==> src/packed_pixel_framebuffer_defines.svh <==
// ---------------------------------------------------------------------------
// packed_pixel_framebuffer_defines
// Assertion macros shared by the frame buffer RTL.
// ---------------------------------------------------------------------------
`ifndef PACKED_PIXEL_FRAMEBUFFER_DEFINES_SVH
`define PACKED_PIXEL_FRAMEBUFFER_DEFINES_SVH

`ifndef SYNTH

// same-cycle implication
`define PPFB_ASSERT_IMP(lbl, clk, rst_n, pre, post) \
	lbl: assert property (@(posedge clk) disable iff (!rst_n) (pre) |-> (post)) \
		else $error("ppfb assertion failed");

// next-cycle implication
`define PPFB_ASSERT_NXT(lbl, clk, rst_n, pre, post) \
	lbl: assert property (@(posedge clk) disable iff (!rst_n) (pre) |=> (post)) \
		else $error("ppfb assertion failed");

`else

`define PPFB_ASSERT_IMP(lbl, clk, rst_n, pre, post)
`define PPFB_ASSERT_NXT(lbl, clk, rst_n, pre, post)

`endif

`endif

==> src/ppfb_pkg.sv <==
// ---------------------------------------------------------------------------
// ppfb_pkg
// Types and constants of the packed pixel frame buffer.
// ---------------------------------------------------------------------------
package ppfb_pkg;

	localparam int MAX_WIDTH  = 256;
	localparam int MAX_HEIGHT = 256;
	localparam int MEM_DEPTH  = MAX_WIDTH * MAX_HEIGHT;
	localparam int ADDR_W     = $clog2(MEM_DEPTH);
	localparam int QUEUE_DEPTH = 2;

	// action codes of an input transaction
	localparam logic [1:0] ACT_READ  = 2'd0;
	localparam logic [1:0] ACT_WRITE = 2'd1;
	localparam logic [1:0] ACT_CLEAR = 2'd2;

	// register indexes (paddr[3:2])
	localparam logic [1:0] REG_FRAME_WIDTH  = 2'd0;
	localparam logic [1:0] REG_FRAME_HEIGHT = 2'd1;
	localparam logic [1:0] REG_PIXEL_SIZE   = 2'd2;

	typedef struct packed {
		logic [1:0]         action;
		logic signed [15:0] x;
		logic signed [15:0] y;
		logic [7:0]         color;
	} item_t;

	typedef struct packed {
		logic       accepted;
		logic [7:0] pixel_value;
	} result_t;

	typedef struct packed {
		logic [8:0] frame_width;
		logic [8:0] frame_height;
		logic [1:0] pixel_size_log2;
	} cfg_t;

	typedef enum logic [1:0] {
		OP_READ,
		OP_WRITE,
		OP_CLEAR,
		OP_REJECT
	} op_t;

	// classified command passed from front to back
	typedef struct packed {
		op_t               op;
		logic [ADDR_W-1:0] addr;
		logic [2:0]        shift;
		logic [7:0]        mask;
		logic [7:0]        data;   // masked color (write) or fill byte (clear)
		logic [ADDR_W:0]   count;  // bytes to clear
	} cmd_t;

	typedef enum logic [1:0] {
		BS_IDLE,
		BS_RMW,
		BS_CLEAR
	} back_state_t;

endpackage

==> src/ppfb_queue.sv <==
// ---------------------------------------------------------------------------
// ppfb_queue
// Short command queue between the front and back parts.
// ---------------------------------------------------------------------------
`include "packed_pixel_framebuffer_defines.svh"

module ppfb_queue (
	input  logic           clk,
	input  logic           arst_n,
	input  logic           push,
	input  ppfb_pkg::cmd_t wr_cmd,
	input  logic           pop,
	output ppfb_pkg::cmd_t head,
	output logic           empty,
	output logic           full
);

	localparam int PTR_W = $clog2(ppfb_pkg::QUEUE_DEPTH);

	ppfb_pkg::cmd_t     entry_q [ppfb_pkg::QUEUE_DEPTH];
	logic [PTR_W-1:0]   wr_ptr_q, rd_ptr_q;
	logic [PTR_W:0]     count_q;

	assign empty = (count_q == '0);
	assign full  = (count_q == (PTR_W+1)'(ppfb_pkg::QUEUE_DEPTH));
	assign head  = entry_q[rd_ptr_q];

	always_ff @(posedge clk or negedge arst_n) begin
		if (!arst_n) begin
			wr_ptr_q <= '0;
			rd_ptr_q <= '0;
			count_q  <= '0;
		end else begin
			if (push) begin
				wr_ptr_q <= wr_ptr_q + 1'b1;
			end
			if (pop) begin
				rd_ptr_q <= rd_ptr_q + 1'b1;
			end
			case ({push, pop})
				2'b10:   count_q <= count_q + 1'b1;
				2'b01:   count_q <= count_q - 1'b1;
				default: count_q <= count_q;
			endcase
		end
	end

	always_ff @(posedge clk) begin
		if (push) begin
			entry_q[wr_ptr_q] <= wr_cmd;
		end
	end

	`PPFB_ASSERT_IMP(a_no_overflow, clk, arst_n, push && !pop, !full)
	`PPFB_ASSERT_IMP(a_no_underflow, clk, arst_n, pop, !empty)
	`PPFB_ASSERT_NXT(a_push_lands, clk, arst_n, push && !pop, !empty)

endmodule

==> config.mk <==
export PLATFORM = sky130hd
export DESIGN_NAME = ppfb_queue
export DESIGN_NICKNAME = d
export VERILOG_FILES = /design/src/ppfb_pkg.sv /design/src/ppfb_queue.sv
export VERILOG_INCLUDE_DIRS = /design/src /design/src/src
export SDC_FILE = /design/constraint.sdc
export NUM_CORES = 1
export LEC_CHECK = 0
export ABC_CLOCK_PERIOD_IN_PS = 9500
export BUFFER_PORTS_ARGS = -buffer_cell sky130_fd_sc_hd__buf_2
export CAP_MARGIN = 20
export CORE_MARGIN = 2
export CORE_UTILIZATION = 55
export DETAILED_ROUTE_END_ITERATION = 8
export PLACE_DENSITY = 0.83
export SETUP_SLACK_MARGIN = 0.2
export SYNTH_ARGS = -nofsm -noshare
export SYNTH_HDL_FRONTEND = slang
export SYNTH_SLANG_ARGS = --single-unit
==> constraint.sdc <==
create_clock -name clk -period 9.5 [get_ports clk]
set_input_delay 0.95 -clock clk [delete_from_list [all_inputs] [get_ports clk]]
set_output_delay 0.95 -clock clk [all_outputs]
set_load 0.02 [all_outputs]
After elaboration in Yosys (flattened, before gate mapping)
Memory sizes are Yosys's and may differ from the RTL's.
Index checks and enable logic that the tools add are counted.
{ "totals": {"ff_bits": 4, "mem_bits_rw": 108, "output_inout_bits": 56, "inputBits": 58, "memories": 1, "latch_bits": 0, "rom_bits": 0} }
{ "mem_list": {"columns": ["name", "words", "width", "rd", "rd_clocked_by_memory_dff", "wr", "line", "rtl"], "rows": [
  ["entry_q", 2, 54, 1, 0, 1, "ppfb_queue.sv:20", "ppfb_pkg::cmd_t entry_q [ppfb_pkg::QUEUE_DEPTH];"]
]} }
{ "op_classes": {"add_sub_neg": 4, "bitwise": 0, "order_cmp": 0, "n_div": 0, "mul": 0, "reduce_logical": 2, "shift": 0, "n_eq_ne": 3, "n_mux": 3} }
{ "ops": {"columns": ["op", "count"], "rows": [
  ["$eq 2x2->1 const B", 2],
  ["$pmux 2 s2", 1],
  ["$add 1x1->1 const B", 2],
  ["$add 2x1->2 const B", 1],
  ["$eq 2x1->1 const B", 1],
  ["$logic_not 2->1", 1],
  ["$mux 1", 2],
  ["$reduce_bool 2->1", 1],
  ["$sub 2x1->2 const B", 1]
]} }

Logic depth before layout (Yosys ltp)
{ "logic_depth": {"depth_word": 2, "ltp_mapped": 5, "ltp_nobuf": 5} }

Worst setup path after synthesis
Ideal clock, no wire load.
{ "synth_path": {"path_type": "in2reg", "from": "in push", "to": "mem entry_q[0][0] (netlist name) (enable)", "stages": 2, "setup_ns": 0.467, "path_slack_ns": 5.758, "required_ns": 9.033, "n_path_buf": 0, "arrival_ns": 3.275, "cell_sequence": "inv_1 -> nor2_1"} }
{ "synth_between": {"elab_chain_len": 2} }
{ "synth_lines": {"columns": ["element", "line", "rtl"], "rows": [
  ["from (decl)", "ppfb_queue.sv:10", "input logic push,"],
  ["$mux 1", "ppfb_queue.sv:49", "if (push) begin"],
  ["$mux 1 (implied by the code)", "ppfb_queue.sv:50", "entry_q[wr_ptr_q] <= wr_cmd;"],
  ["to (decl)", "ppfb_queue.sv:20", null]
]} }
Every way passes these cells.

==> out/metrics.yaml <==
clock_tree:
  cts_tree: "yes"
  worstSkewPairLatency_ns: 0.35
  cts_max_path_buffers: 2
  htreeDepth: 3
  cts_num_sinks: 112
  cts-resized-gates: 0
  post_cts_buffers: 0
  hold_buffers: 0
  clkSlewWorstSetupHoldPaths_ns: 0.09
  cts-root-buf: "clkbuf_8"
  cts_buffers: 9
detailed_routing:
  vias: 1998
  drc: 0
  vias_per_cell: 4.86
  antenna_left: 0
  drtPass1Iterations: 4
  avgRoutedWirePerCell_um: 15.5
  drt-total-wl_um: 6360
  drt_iter0_drc: 57
synth:
  yosys.area.top_type: "edfxtp_1"
  synthTopCellsByArea: "edfxtp_1 (75%), mux2_4 (17%), buf_12 (2.3%), dfrtp_1 (2.3%), mux2_2 (1.3%)"
  ys_seq_elements: 112
  netlist-cell-type-count: 13
  syn_inst: 184
  yosysWarnings: 0
  synth_edf_count: 108
  async_reset_ff_frac: 0.0357
  post-synth-top-count-cell: "edfxtp_1"
  yosysSeqAreaShare: 0.772
  syn_area_sq_um: 4330
  synth_flop_cell: "edfxtp_1"
  synth_common_cells: "edfxtp_1 (108), mux2_4 (49), buf_12 (5), mux2_2 (5), dfrtp_1 (4)"
  syn_area_per_cell_sq_um: 23.5
  synth_top_area_share: 0.749
  syn_nets: 243
power:
  power.leakage_nw: 2.08
  cellPowerDensity_nw_per_um2: 295
  ir_worst_vdd_mv: 0.191
timing:
  clock.fmax_ghz: 0.333
  worstMarginPinSlew_ns: 0.990
  slew_headroom: 0.340
  finalClockSkew_ns: 0.0100
  hold_violations: 0
  fin_tns_setup_ns: 0
  period_needed_ns: 3.00
  fin_crit_sh: 0.316
  rsz0062_at_grt: "false"
  drv_slew: 0
  setup_viol: 0
finish:
  diodes: 0
  fin_nets: 363
  drive_gt1_frac: 0.602
  synthToLayoutAreaGrowth_pct: 18.6
  final_area_sq_um: 5130
die:
  dieArea_sq_um: 8600
  core_sq_um: 7690
  num_io_pins: 114
  rows: 32
  die_y_um: 92.7
  die_w_um: 92.7
  initial_utilization: 0.563
min_path:
  hold_path_class: "in -> async"
setup_path:
  cpLargestDelayFamily: "flip-flops"
  r2r_slack_ns: 7.73
  arrival_ns: 2.05
  startpoint_type: "register"
  timing.setup.critical_path_class: "reg -> out"
  crit_buf_inv: 1
  max_stage_delay_ns: 1.09
  slowest_stage: "dfrtp_4"
  crit_fanout: 55
  worstPathRequired_ns: 8.55
  crit_chain: "mux2_2, buf_2"
  endpoint_kind: "output port"
global_routing:
  grt_pass1_wl_um: 9960
  grt.overflow.total: 0
  antenna_found_initial: 0
  grt_max_degree: 56
  grt_pass1_vias: 2075
  grt_util_all_layers: 0.155
placed_design:
  place_area_sq_um: 4940
  routabilityCongestion: 0.688
  port-buffer-count: 113
run:
  max_cap_violations: 0
outcome:
  status: "finished clean"
kinds of logic (layout without fill, tap and decap cells):
group	after synthesis	count (layout)	synth area share
muxes	54	54	0.183
DFF	112	112	0.772
buffers and inverters	7	132	0.0266
and+or+nand+nor	5	5	0.00549
xor gates and xnor gates	5	5	0.0101
adders and majority gates	1	1	0.00289
layer usage:
layer | routed length [um] | up-vias | global-route usage
li1 | - | 958 | -
met1 | 2590 | 970 | 0.183
met2 | 3340 | 63 | 0.276
met3 | 343 | 7 | 0.0334
met4 | 84 | 0 | 0.0637
met5 | 0 | - | 0
power by group:
group / internal, mW / switching, mW / total (mW)
clock network: 0.124 / 0.147 / 0.271
registers: 0.656 / 0.0890 / 0.745
logic: 0.252 / 0.249 / 0.501
total: 1.03 / 0.485 / 1.52
metrics by stage:
stage / util / std cells / setup slack [ns] / total power, mW / hold WS [ns]
finish: 0.668 / 411 / 6.50 / 1.52 / 0.392
global route: 0.668 / 411 / 6.39 / 1.59 / 0.376
CTS: 0.668 / 411 / 6.47 / 1.54 / 0.376
detailed placement: 0.643 / 395 / 6.87 / 1.27 / 0.508
global placement: 0.643 / 395 / 6.87 / 1.26 / 0.475
floorplan: - / 184 / 5.76 / 1.16 / 0.456
area by class of cell:
type | count | area, sq um
flip-flops and latches | 112 | 3350
fillers | 547 | 2550
multi-input cells | 65 | 881
repair buffers | 115 | 581
clock buffers | 10 | 128
well taps | 102 | 128
clock inverters | 6 | 67.6
inverters | 1 | 3.75
layout by cell type, fill, tap and decap left out, drive strengths merged:
cell type  instances
clkbuf            10
nor2               3
ha                 1
buf              115
xnor2              2
nor2b              1
inv                3
xor2               3
bufinv             1
edfxtp           108
and2               1
mux2              54
dfrtp              4
clkinv             2
clkinvlp           1
worst register-to-register path: stages (launching register included):
cell and delay (ns):
dfrtp_1 0.43, and2_2 0.44, buf_4 0.52
registers in the layout, summed over array words and instances (netlist names):
register / flops
count_q: 2
entry_q: 108
wr_ptr_q: 1
rd_ptr_q: 1
worst paths after layout:
path | depth (start not counted) | endpoint | startpoint
min | 1 | count_q[0] | arst_n
max in group asynchronous | 1 | rd_ptr_q | arst_n
max | 2 | head[41] | rd_ptr_q
min reg2reg | 1 | count_q[1] | count_q[1]
max reg2reg | 2 | entry_q[1][3] | wr_ptr_q
min in group clk | 1 | count_q[1] | count_q[1]
(Power assumes the default switching activity.)
