**config.mk**
```make
export PLATFORM = sky130hd
export DESIGN_NAME = ppfb_front
export DESIGN_NICKNAME = d
export VERILOG_FILES = /design/src/packed_pixel_framebuffer_defines.svh /design/src/ppfb_pkg.sv /design/src/ppfb_front.sv
export SDC_FILE = /design/constraint.sdc
export NUM_CORES = 1
export LEC_CHECK = 0
export BUFFER_PORTS_ARGS = -buffer_cell sky130_fd_sc_hd__buf_2
export CORE_ASPECT_RATIO = 1.75
export CORE_UTILIZATION = 56
export DETAILED_ROUTE_END_ITERATION = 8
export GPL_TIMING_DRIVEN = 0
export PLACE_DENSITY = 0.82
export SLEW_MARGIN = 20
export SYNTH_ARGS = -nofsm -noshare
export SYNTH_HDL_FRONTEND = slang
export SYNTH_SLANG_ARGS = --single-unit
export TNS_END_PERCENT = 1
```
**constraint.sdc**
```tcl
create_clock -name clk -period 28.9 [get_ports clk]
set_input_delay 2.89 -clock clk [delete_from_list [all_inputs] [get_ports clk]]
set_output_delay 2.89 -clock clk [all_outputs]
set_load 0.01 [all_outputs]
```
**src/packed_pixel_framebuffer_defines.svh**
```systemverilog
// ---------------------------------------------------------------------------
// packed_pixel_framebuffer_defines
// Assertion macros shared by the frame buffer RTL.
// ---------------------------------------------------------------------------
`ifndef PACKED_PIXEL_FRAMEBUFFER_DEFINES_SVH
`define PACKED_PIXEL_FRAMEBUFFER_DEFINES_SVH

`ifndef SYNTH

// same-cycle implication
`define PPFB_ASSERT_IMP(lbl, clk, rst_n, pre, post) \
	lbl: assert property (@(posedge clk) disable iff (!rst_n) (pre) |-> (post)) \
		else $error("ppfb assertion failed");

// next-cycle implication
`define PPFB_ASSERT_NXT(lbl, clk, rst_n, pre, post) \
	lbl: assert property (@(posedge clk) disable iff (!rst_n) (pre) |=> (post)) \
		else $error("ppfb assertion failed");

`else

`define PPFB_ASSERT_IMP(lbl, clk, rst_n, pre, post)
`define PPFB_ASSERT_NXT(lbl, clk, rst_n, pre, post)

`endif

`endif

```
**src/ppfb_pkg.sv**
```systemverilog
// ---------------------------------------------------------------------------
// ppfb_pkg
// Types and constants of the packed pixel frame buffer.
// ---------------------------------------------------------------------------
package ppfb_pkg;

	localparam int MAX_WIDTH  = 256;
	localparam int MAX_HEIGHT = 256;
	localparam int MEM_DEPTH  = MAX_WIDTH * MAX_HEIGHT;
	localparam int ADDR_W     = $clog2(MEM_DEPTH);
	localparam int QUEUE_DEPTH = 2;

	// action codes of an input transaction
	localparam logic [1:0] ACT_READ  = 2'd0;
	localparam logic [1:0] ACT_WRITE = 2'd1;
	localparam logic [1:0] ACT_CLEAR = 2'd2;

	// register indexes (paddr[3:2])
	localparam logic [1:0] REG_FRAME_WIDTH  = 2'd0;
	localparam logic [1:0] REG_FRAME_HEIGHT = 2'd1;
	localparam logic [1:0] REG_PIXEL_SIZE   = 2'd2;

	typedef struct packed {
		logic [1:0]         action;
		logic signed [15:0] x;
		logic signed [15:0] y;
		logic [7:0]         color;
	} item_t;

	typedef struct packed {
		logic       accepted;
		logic [7:0] pixel_value;
	} result_t;

	typedef struct packed {
		logic [8:0] frame_width;
		logic [8:0] frame_height;
		logic [1:0] pixel_size_log2;
	} cfg_t;

	typedef enum logic [1:0] {
		OP_READ,
		OP_WRITE,
		OP_CLEAR,
		OP_REJECT
	} op_t;

	// classified command passed from front to back
	typedef struct packed {
		op_t               op;
		logic [ADDR_W-1:0] addr;
		logic [2:0]        shift;
		logic [7:0]        mask;
		logic [7:0]        data;   // masked color (write) or fill byte (clear)
		logic [ADDR_W:0]   count;  // bytes to clear
	} cmd_t;

	typedef enum logic [1:0] {
		BS_IDLE,
		BS_RMW,
		BS_CLEAR
	} back_state_t;

endpackage

```
**src/ppfb_front.sv**
```systemverilog
// ---------------------------------------------------------------------------
// ppfb_front
// Takes a transaction, checks its coordinates and works out the byte address,
// pixel slot and fill pattern.
// ---------------------------------------------------------------------------
module ppfb_front (
	input  logic             clk,
	input  logic             arst_n,
	input  logic             take,
	input  ppfb_pkg::item_t  item,
	input  ppfb_pkg::cfg_t   cfg,
	input  logic             full,
	output logic             push,
	output ppfb_pkg::cmd_t   cmd,
	output logic             pending
);

	logic            valid_s1;
	ppfb_pkg::item_t item_s1;

	logic [8:0]  eff_w, eff_h, row_bytes, mul_b;
	logic [9:0]  w_round;
	logic [2:0]  pm;
	logic [1:0]  per_log2;
	logic [3:0]  bits;
	logic [7:0]  mask, c, fill, col;
	logic [17:0] prod, addr_sum;
	logic        in_frame, is_clear;

	assign push    = valid_s1 && !full;
	assign pending = valid_s1;

	always_ff @(posedge clk or negedge arst_n) begin
		if (!arst_n) begin
			valid_s1 <= 1'b0;
		end else if (take) begin
			valid_s1 <= 1'b1;
		end else if (push) begin
			valid_s1 <= 1'b0;
		end
	end

	always_ff @(posedge clk) begin
		if (take) begin
			item_s1 <= item;
		end
	end

	always_comb begin
		eff_w = (cfg.frame_width > 9'(ppfb_pkg::MAX_WIDTH)) ?
			9'(ppfb_pkg::MAX_WIDTH) : cfg.frame_width;
		eff_h = (cfg.frame_height > 9'(ppfb_pkg::MAX_HEIGHT)) ?
			9'(ppfb_pkg::MAX_HEIGHT) : cfg.frame_height;
		per_log2  = 2'd3 - cfg.pixel_size_log2;
		pm        = 3'b111 >> cfg.pixel_size_log2;
		bits      = 4'd1 << cfg.pixel_size_log2;
		mask      = 8'hFF >> (4'd8 - bits);
		w_round   = {1'b0, eff_w} + {7'd0, pm};
		row_bytes = 9'(w_round >> per_log2);

		is_clear = (item_s1.action == ppfb_pkg::ACT_CLEAR);
		in_frame = !item_s1.x[15] && !item_s1.y[15] &&
			($unsigned(item_s1.x) < {7'd0, eff_w}) &&
			($unsigned(item_s1.y) < {7'd0, eff_h});

		mul_b    = is_clear ? eff_h : {1'b0, item_s1.y[7:0]};
		prod     = {9'd0, row_bytes} * {9'd0, mul_b};
		col      = item_s1.x[7:0] >> per_log2;
		addr_sum = prod + {10'd0, col};

		c = item_s1.color & mask;
		case (cfg.pixel_size_log2)
			2'd0:    fill = {8{c[0]}};
			2'd1:    fill = {4{c[1:0]}};
			2'd2:    fill = {2{c[3:0]}};
			default: fill = c;
		endcase

		cmd.addr  = (|addr_sum[17:16]) ? {ppfb_pkg::ADDR_W{1'b1}} : addr_sum[15:0];
		// distance of the slot from the low end of the byte, in bits
		cmd.shift = 3'((~item_s1.x[2:0] & pm) << cfg.pixel_size_log2);
		cmd.mask  = mask;
		cmd.count = prod[ppfb_pkg::ADDR_W:0];
		cmd.data  = is_clear ? fill : c;

		case (item_s1.action)
			ppfb_pkg::ACT_CLEAR: cmd.op = ppfb_pkg::OP_CLEAR;
			ppfb_pkg::ACT_READ:  cmd.op = in_frame ? ppfb_pkg::OP_READ : ppfb_pkg::OP_REJECT;
			ppfb_pkg::ACT_WRITE: cmd.op = in_frame ? ppfb_pkg::OP_WRITE : ppfb_pkg::OP_REJECT;
			default:             cmd.op = ppfb_pkg::OP_REJECT;
		endcase
	end

endmodule

```
# ---- Yosys cells after proc, flatten, opt, wreduce, memory -nomap -nowiden
# Cells that the tools add are included.
dict set report totals {
  register_bits 43
  input_bits 66
}
dict set report classes {
  addsub 4
  n_mul 1
  n_lt_le_gt_ge 4
  n_eq_ne 4
  shifts 6
  mux 11
  bitwise_logic 3
  n_reduce_logical 11
}
# cell n
set op_table {}
lappend op_table {{$lt A16 B9 Y1} 2}
lappend op_table {{$mux W9} 3}
lappend op_table {{$pmux W8 S3} 1}
lappend op_table {{$add A18 B8 Y18} 1}
lappend op_table {{$gt A9 B9 Y1 const B} 2}
lappend op_table {{$mul A9 B9 Y18} 1}
lappend op_table {{$mux W16} 1}
lappend op_table {{$add A9 B3 Y10} 1}
lappend op_table {{$shr A10 B2 Y9} 1}
lappend op_table {{$and A8 B8 Y8} 1}
lappend op_table {{$mux W8} 1}
lappend op_table {{$shr A8 B2 Y8} 1}
lappend op_table {{$shr A8 B4 Y8 const A} 1}
lappend op_table {{$pmux W2 S3} 1}
lappend op_table {{$eq A2 B1 Y1 const B} 2}
lappend op_table {{$eq A2 B2 Y1 const B} 2}
lappend op_table {{$logic_and A1 B1 Y1} 4}
lappend op_table {{$logic_not A2 Y1} 2}
lappend op_table {{$mux W2} 2}
lappend op_table {{$shl A1 B2 Y4 const A} 1}
lappend op_table {{$sub A4 B4 Y4 const A} 1}
lappend op_table {{$and A3 B3 Y3} 1}
lappend op_table {{$logic_not A1 Y1} 3}
lappend op_table {{$not A3 Y3} 1}
lappend op_table {{6 further kinds} 7}

# ---- Depth between registers and ports, before layout
dict set report logic_depth {
  ltp_word 8
  depth_mapped 34
  ltp_nobuf 31
}

# ---- Worst setup path after synthesis
# No wires, ideal clock.
dict set report synth_path {
  kind {input to output}
  from {input port cfg[0] (netlist name)}
  to {output port cmd[44] (netlist name)}
  arrival_time_ns 10.193
  required_ns 26.010
  path_slack_ns 15.817
  stages 31
  n_path_buf 5
  path_cell_list {clkbuf_1 > clkbuf_1 > nand2_1 > ha_1 > fa_1 > a21oi_1 > nor2_1 > and4_1 > a31o_2 > nor2_1 > a211oi_1 > o21ba_2 > clkbuf_1 > nor2_1 > fa_1 > fa_1 > fa_1 > inv_1 > fa_1 > inv_1 > ha_1 > buf_4 > nand3_1 > o211ai_1 > o41ai_1 > xnor2_1 > nand4_2 > or4_4 > o21ai_4 > buf_6 > o21ai_2}
}
# element line
set synth_rtl {}
lappend synth_rtl {{start: declaration} ppfb_front.sv:11} ;# input ppfb_pkg::cfg_t cfg,
lappend synth_rtl {{end: declaration} ppfb_front.sv:14} ;# output ppfb_pkg::cmd_t cmd,

==> results_dict.tcl <==
set metrics [dict create \
    syn_inst 656 \
    track_usage_pct 27.0 \
    hold-worst-slack_ns 0.504 \
    final-max-slew-violation-count 0 \
    gp_congestion 0.929 \
    grtUsageMet1_pct 26.7 \
    tritoncts "done" \
    grt_pass1_wl_um 23200 \
    cp_max_fo 10 \
    rows 49 \
    io_pins 122 \
    busiest_layer "met2" \
    setup-tns-final_ns 0 \
    ys_types 71 \
    post-cts-setup-buffer-count 0 \
    design_area_sq_mm 0.00682 \
    clockRootBuffer "clkbuf_16" \
    avgSynthCellArea_sq_um 8.98 \
    p_leak_nw 3.37 \
    h-tree-depth 2 \
    hold_viol 0 \
    hold_path_class "reg2reg" \
    clkTransAtPathRegs_ns 0.06 \
    finalCriticalPeriod_ns 14.39 \
    timing.fmax_mhz 69.5 \
    place_area_sq_mm 0.00665 \
    setup_viol 0 \
    layout.nets 966 \
    hpwl_um 11700 \
    relSlewSlack_pct 41.6 \
    antenna_left 0 \
    end_kind "output pin" \
    grt_setup_unrepaired "no" \
    ys_warn_count 0 \
    irDropWorstVdd_mv 0.0835 \
    grt_max_degree 44 \
    ys_seq_area_share_pct 21.8 \
    synth_nets 839 \
    critPathMaxStageDelay_ns 0.73 \
    clock_latency_ns 0.28 \
    num_vias 5237 \
    cts_sinks 43 \
    die_x_um 79.5 \
    hold_buffers 0 \
    remaining_drc_errors 0 \
    grt_pass1_vias 5482 \
    dr.pass1.iters 5 \
    cts-resized-gates 0 \
    synth-seq-cells 43 \
    path_common_cell "fa_1" \
    drt-total-wl_um 13700 \
    n_fill_cell 838 \
    core_region_area_sq_mm 0.0102 \
    drtIter0Drc 225 \
    dieArea_sq_mm 0.0109 \
    antenna_found_initial 0 \
    ys_async_sr_fraction_pct 2.33 \
    grt_util_met3_pct 2.91 \
    syn_area_sq_mm 0.00589 \
    cts_max_path_buffers 2 \
    ys.flop_type "edfxtp_1" \
    routedWlPerCell_um 15.1 \
    grt_overflow_total 0 \
    synth_edf_count 42 \
    arrival_ns 11.50 \
    cp.required_ns 26.01 \
    critPathSlowestCell "a22oi_1" \
    die_h_um 138 \
    cap_viol_max_count 0 \
    p_per_area_mw_per_mm2 76.3 \
    worst_slew_pin_slew_ns 0.877 \
    use_met2_pct 51.0 \
    power_w 0.000521 \
    antenna_cells 0 \
    drive_gt1_share_pct 22.6 \
    finClkSkew_ns 0 \
    critPathKind "in2out" \
    status "finished, final reports clean" \
    initial_core_util_pct 57.5 \
    postLayoutCoreUtil_pct 66.6 \
    area_delta_synth_final_pct 15.8 \
    period_share_pct 49.8 \
    cts_buffers 5 \
    cp-start-kind "primary input" \
    numPortBuffers 120 \
    viasPerCell 5.75 \
]
[metrics by stage]
step	worst slack, ns	std cells
after floorplan	15.82	656
after global placement	14.81	903
after detailed placement	14.62	903
after CTS	14.60	911
after global routing	13.97	911
final	14.51	911
[where the power goes]
part / total (W) / internal, W / switching (W)
combinational: 0.000381 / 0.000162 / 0.000219
sequential: 0.0000768 / 0.0000741 / 0.00000268
clock: 0.0000626 / 0.0000407 / 0.0000219
[synthesized netlist by cell type, drive strengths merged, types with 3 or more instances]
master	number	area share, %
o21ai	33	3.2
fa	52	18
mux2	3	0.57
or3	3	0.32
o21a	13	1.7
edfxtp	42	21
and3	4	0.42
inv	83	5.3
o2111ai	4	0.59
a21o	7	0.89
o211ai	3	0.47
or2	18	1.9
a21oi	35	3.0
ha	65	14
o31ai	3	0.38
xnor2	12	1.8
nor4	4	0.42
xor2	10	1.6
nand3	6	0.51
buf	10	1.2
nor3	8	0.68
clkbuf	11	0.70
nor2	79	5.0
nor2b	10	1.1
nand4	4	0.53
nand2	66	4.6
nor3b	3	0.38
nand2b	14	1.5
mux2i	6	1.0
or3b	3	0.45
a211oi	9	1.2
[state kept, by name (all words and copies together), names as in the netlist]
register and flops:
pending 1, item_s1 42
[final timing paths]
path                            to  slack, ns     from  depth (start not counted)
max                        cmd[44]      14.51   cfg[0]                         31
min                        pending       0.50  pending                          1
max reg2reg                pending      28.25  pending                          1
min reg2reg                pending       0.50  pending                          1
max in group asynchronous  pending      26.45   arst_n                          1
min in group asynchronous  pending       2.37   arst_n                          1
[layer usage]
layer / wire [um] / vias to the layer above / share of wire [%]
met2: 7540 / 229 / 55
li1: - / 2482 / -
met3: 647 / 64 / 4.7
met1: 4770 / 2462 / 35
met4: 763 / 0 / 5.6
met5: 0 / - / 0
[critical path, delay by kind of cell]
kind	cells	cell delay [ns]
buffers and inverters	7	1.39
and+or+nand+nor	6	1.35
adders and majority gates	7	3.18
xor gates and xnor gates	1	0.14
AOI/OAI and AO/OA	10	2.56
[logic make-up after synthesis]
| logic type | share of synthesized area, % |
|---|---|
| xor gates and xnor gates | 3.40 |
| AOI/OAI and AO/OA | 14.7 |
| other | 0.0637 |
| buffers and inverters | 7.29 |
| DFF | 21.8 |
| and+or+nand+nor | 18.9 |
| muxes | 2.36 |
| adders and majority gates | 31.5 |
[area by class of cell]
type                            instances  area [sq um]  share of cell area, %
Clock buffer                            5           125                   1.83
Buffer                                 21           114                   1.67
Inverter                               84           315                   4.62
Sequential cell                        43          1290                   18.9
Clock inverter                          3          43.8                  0.642
Multi-Input combinational cell        508          4180                   61.2
Timing Repair Buffer                  120           601                   8.81
Tap cell                              127           159                   2.33
[cell usage in the layout, fill, tap and decap left out, types with 10 or more instances in the layout]
cell type	count
clkbuf_1	11
nand2b_1	14
inv_1	81
o21ai_0	24
xnor2_1	12
fa_1	52
nor2b_1	10
nand2_1	57
o21a_1	13
or2_2	13
a21oi_1	35
ha_1	65
buf_2	121
edfxtp_1	42
nor2_1	79
(Power assumes the default switching activity.)
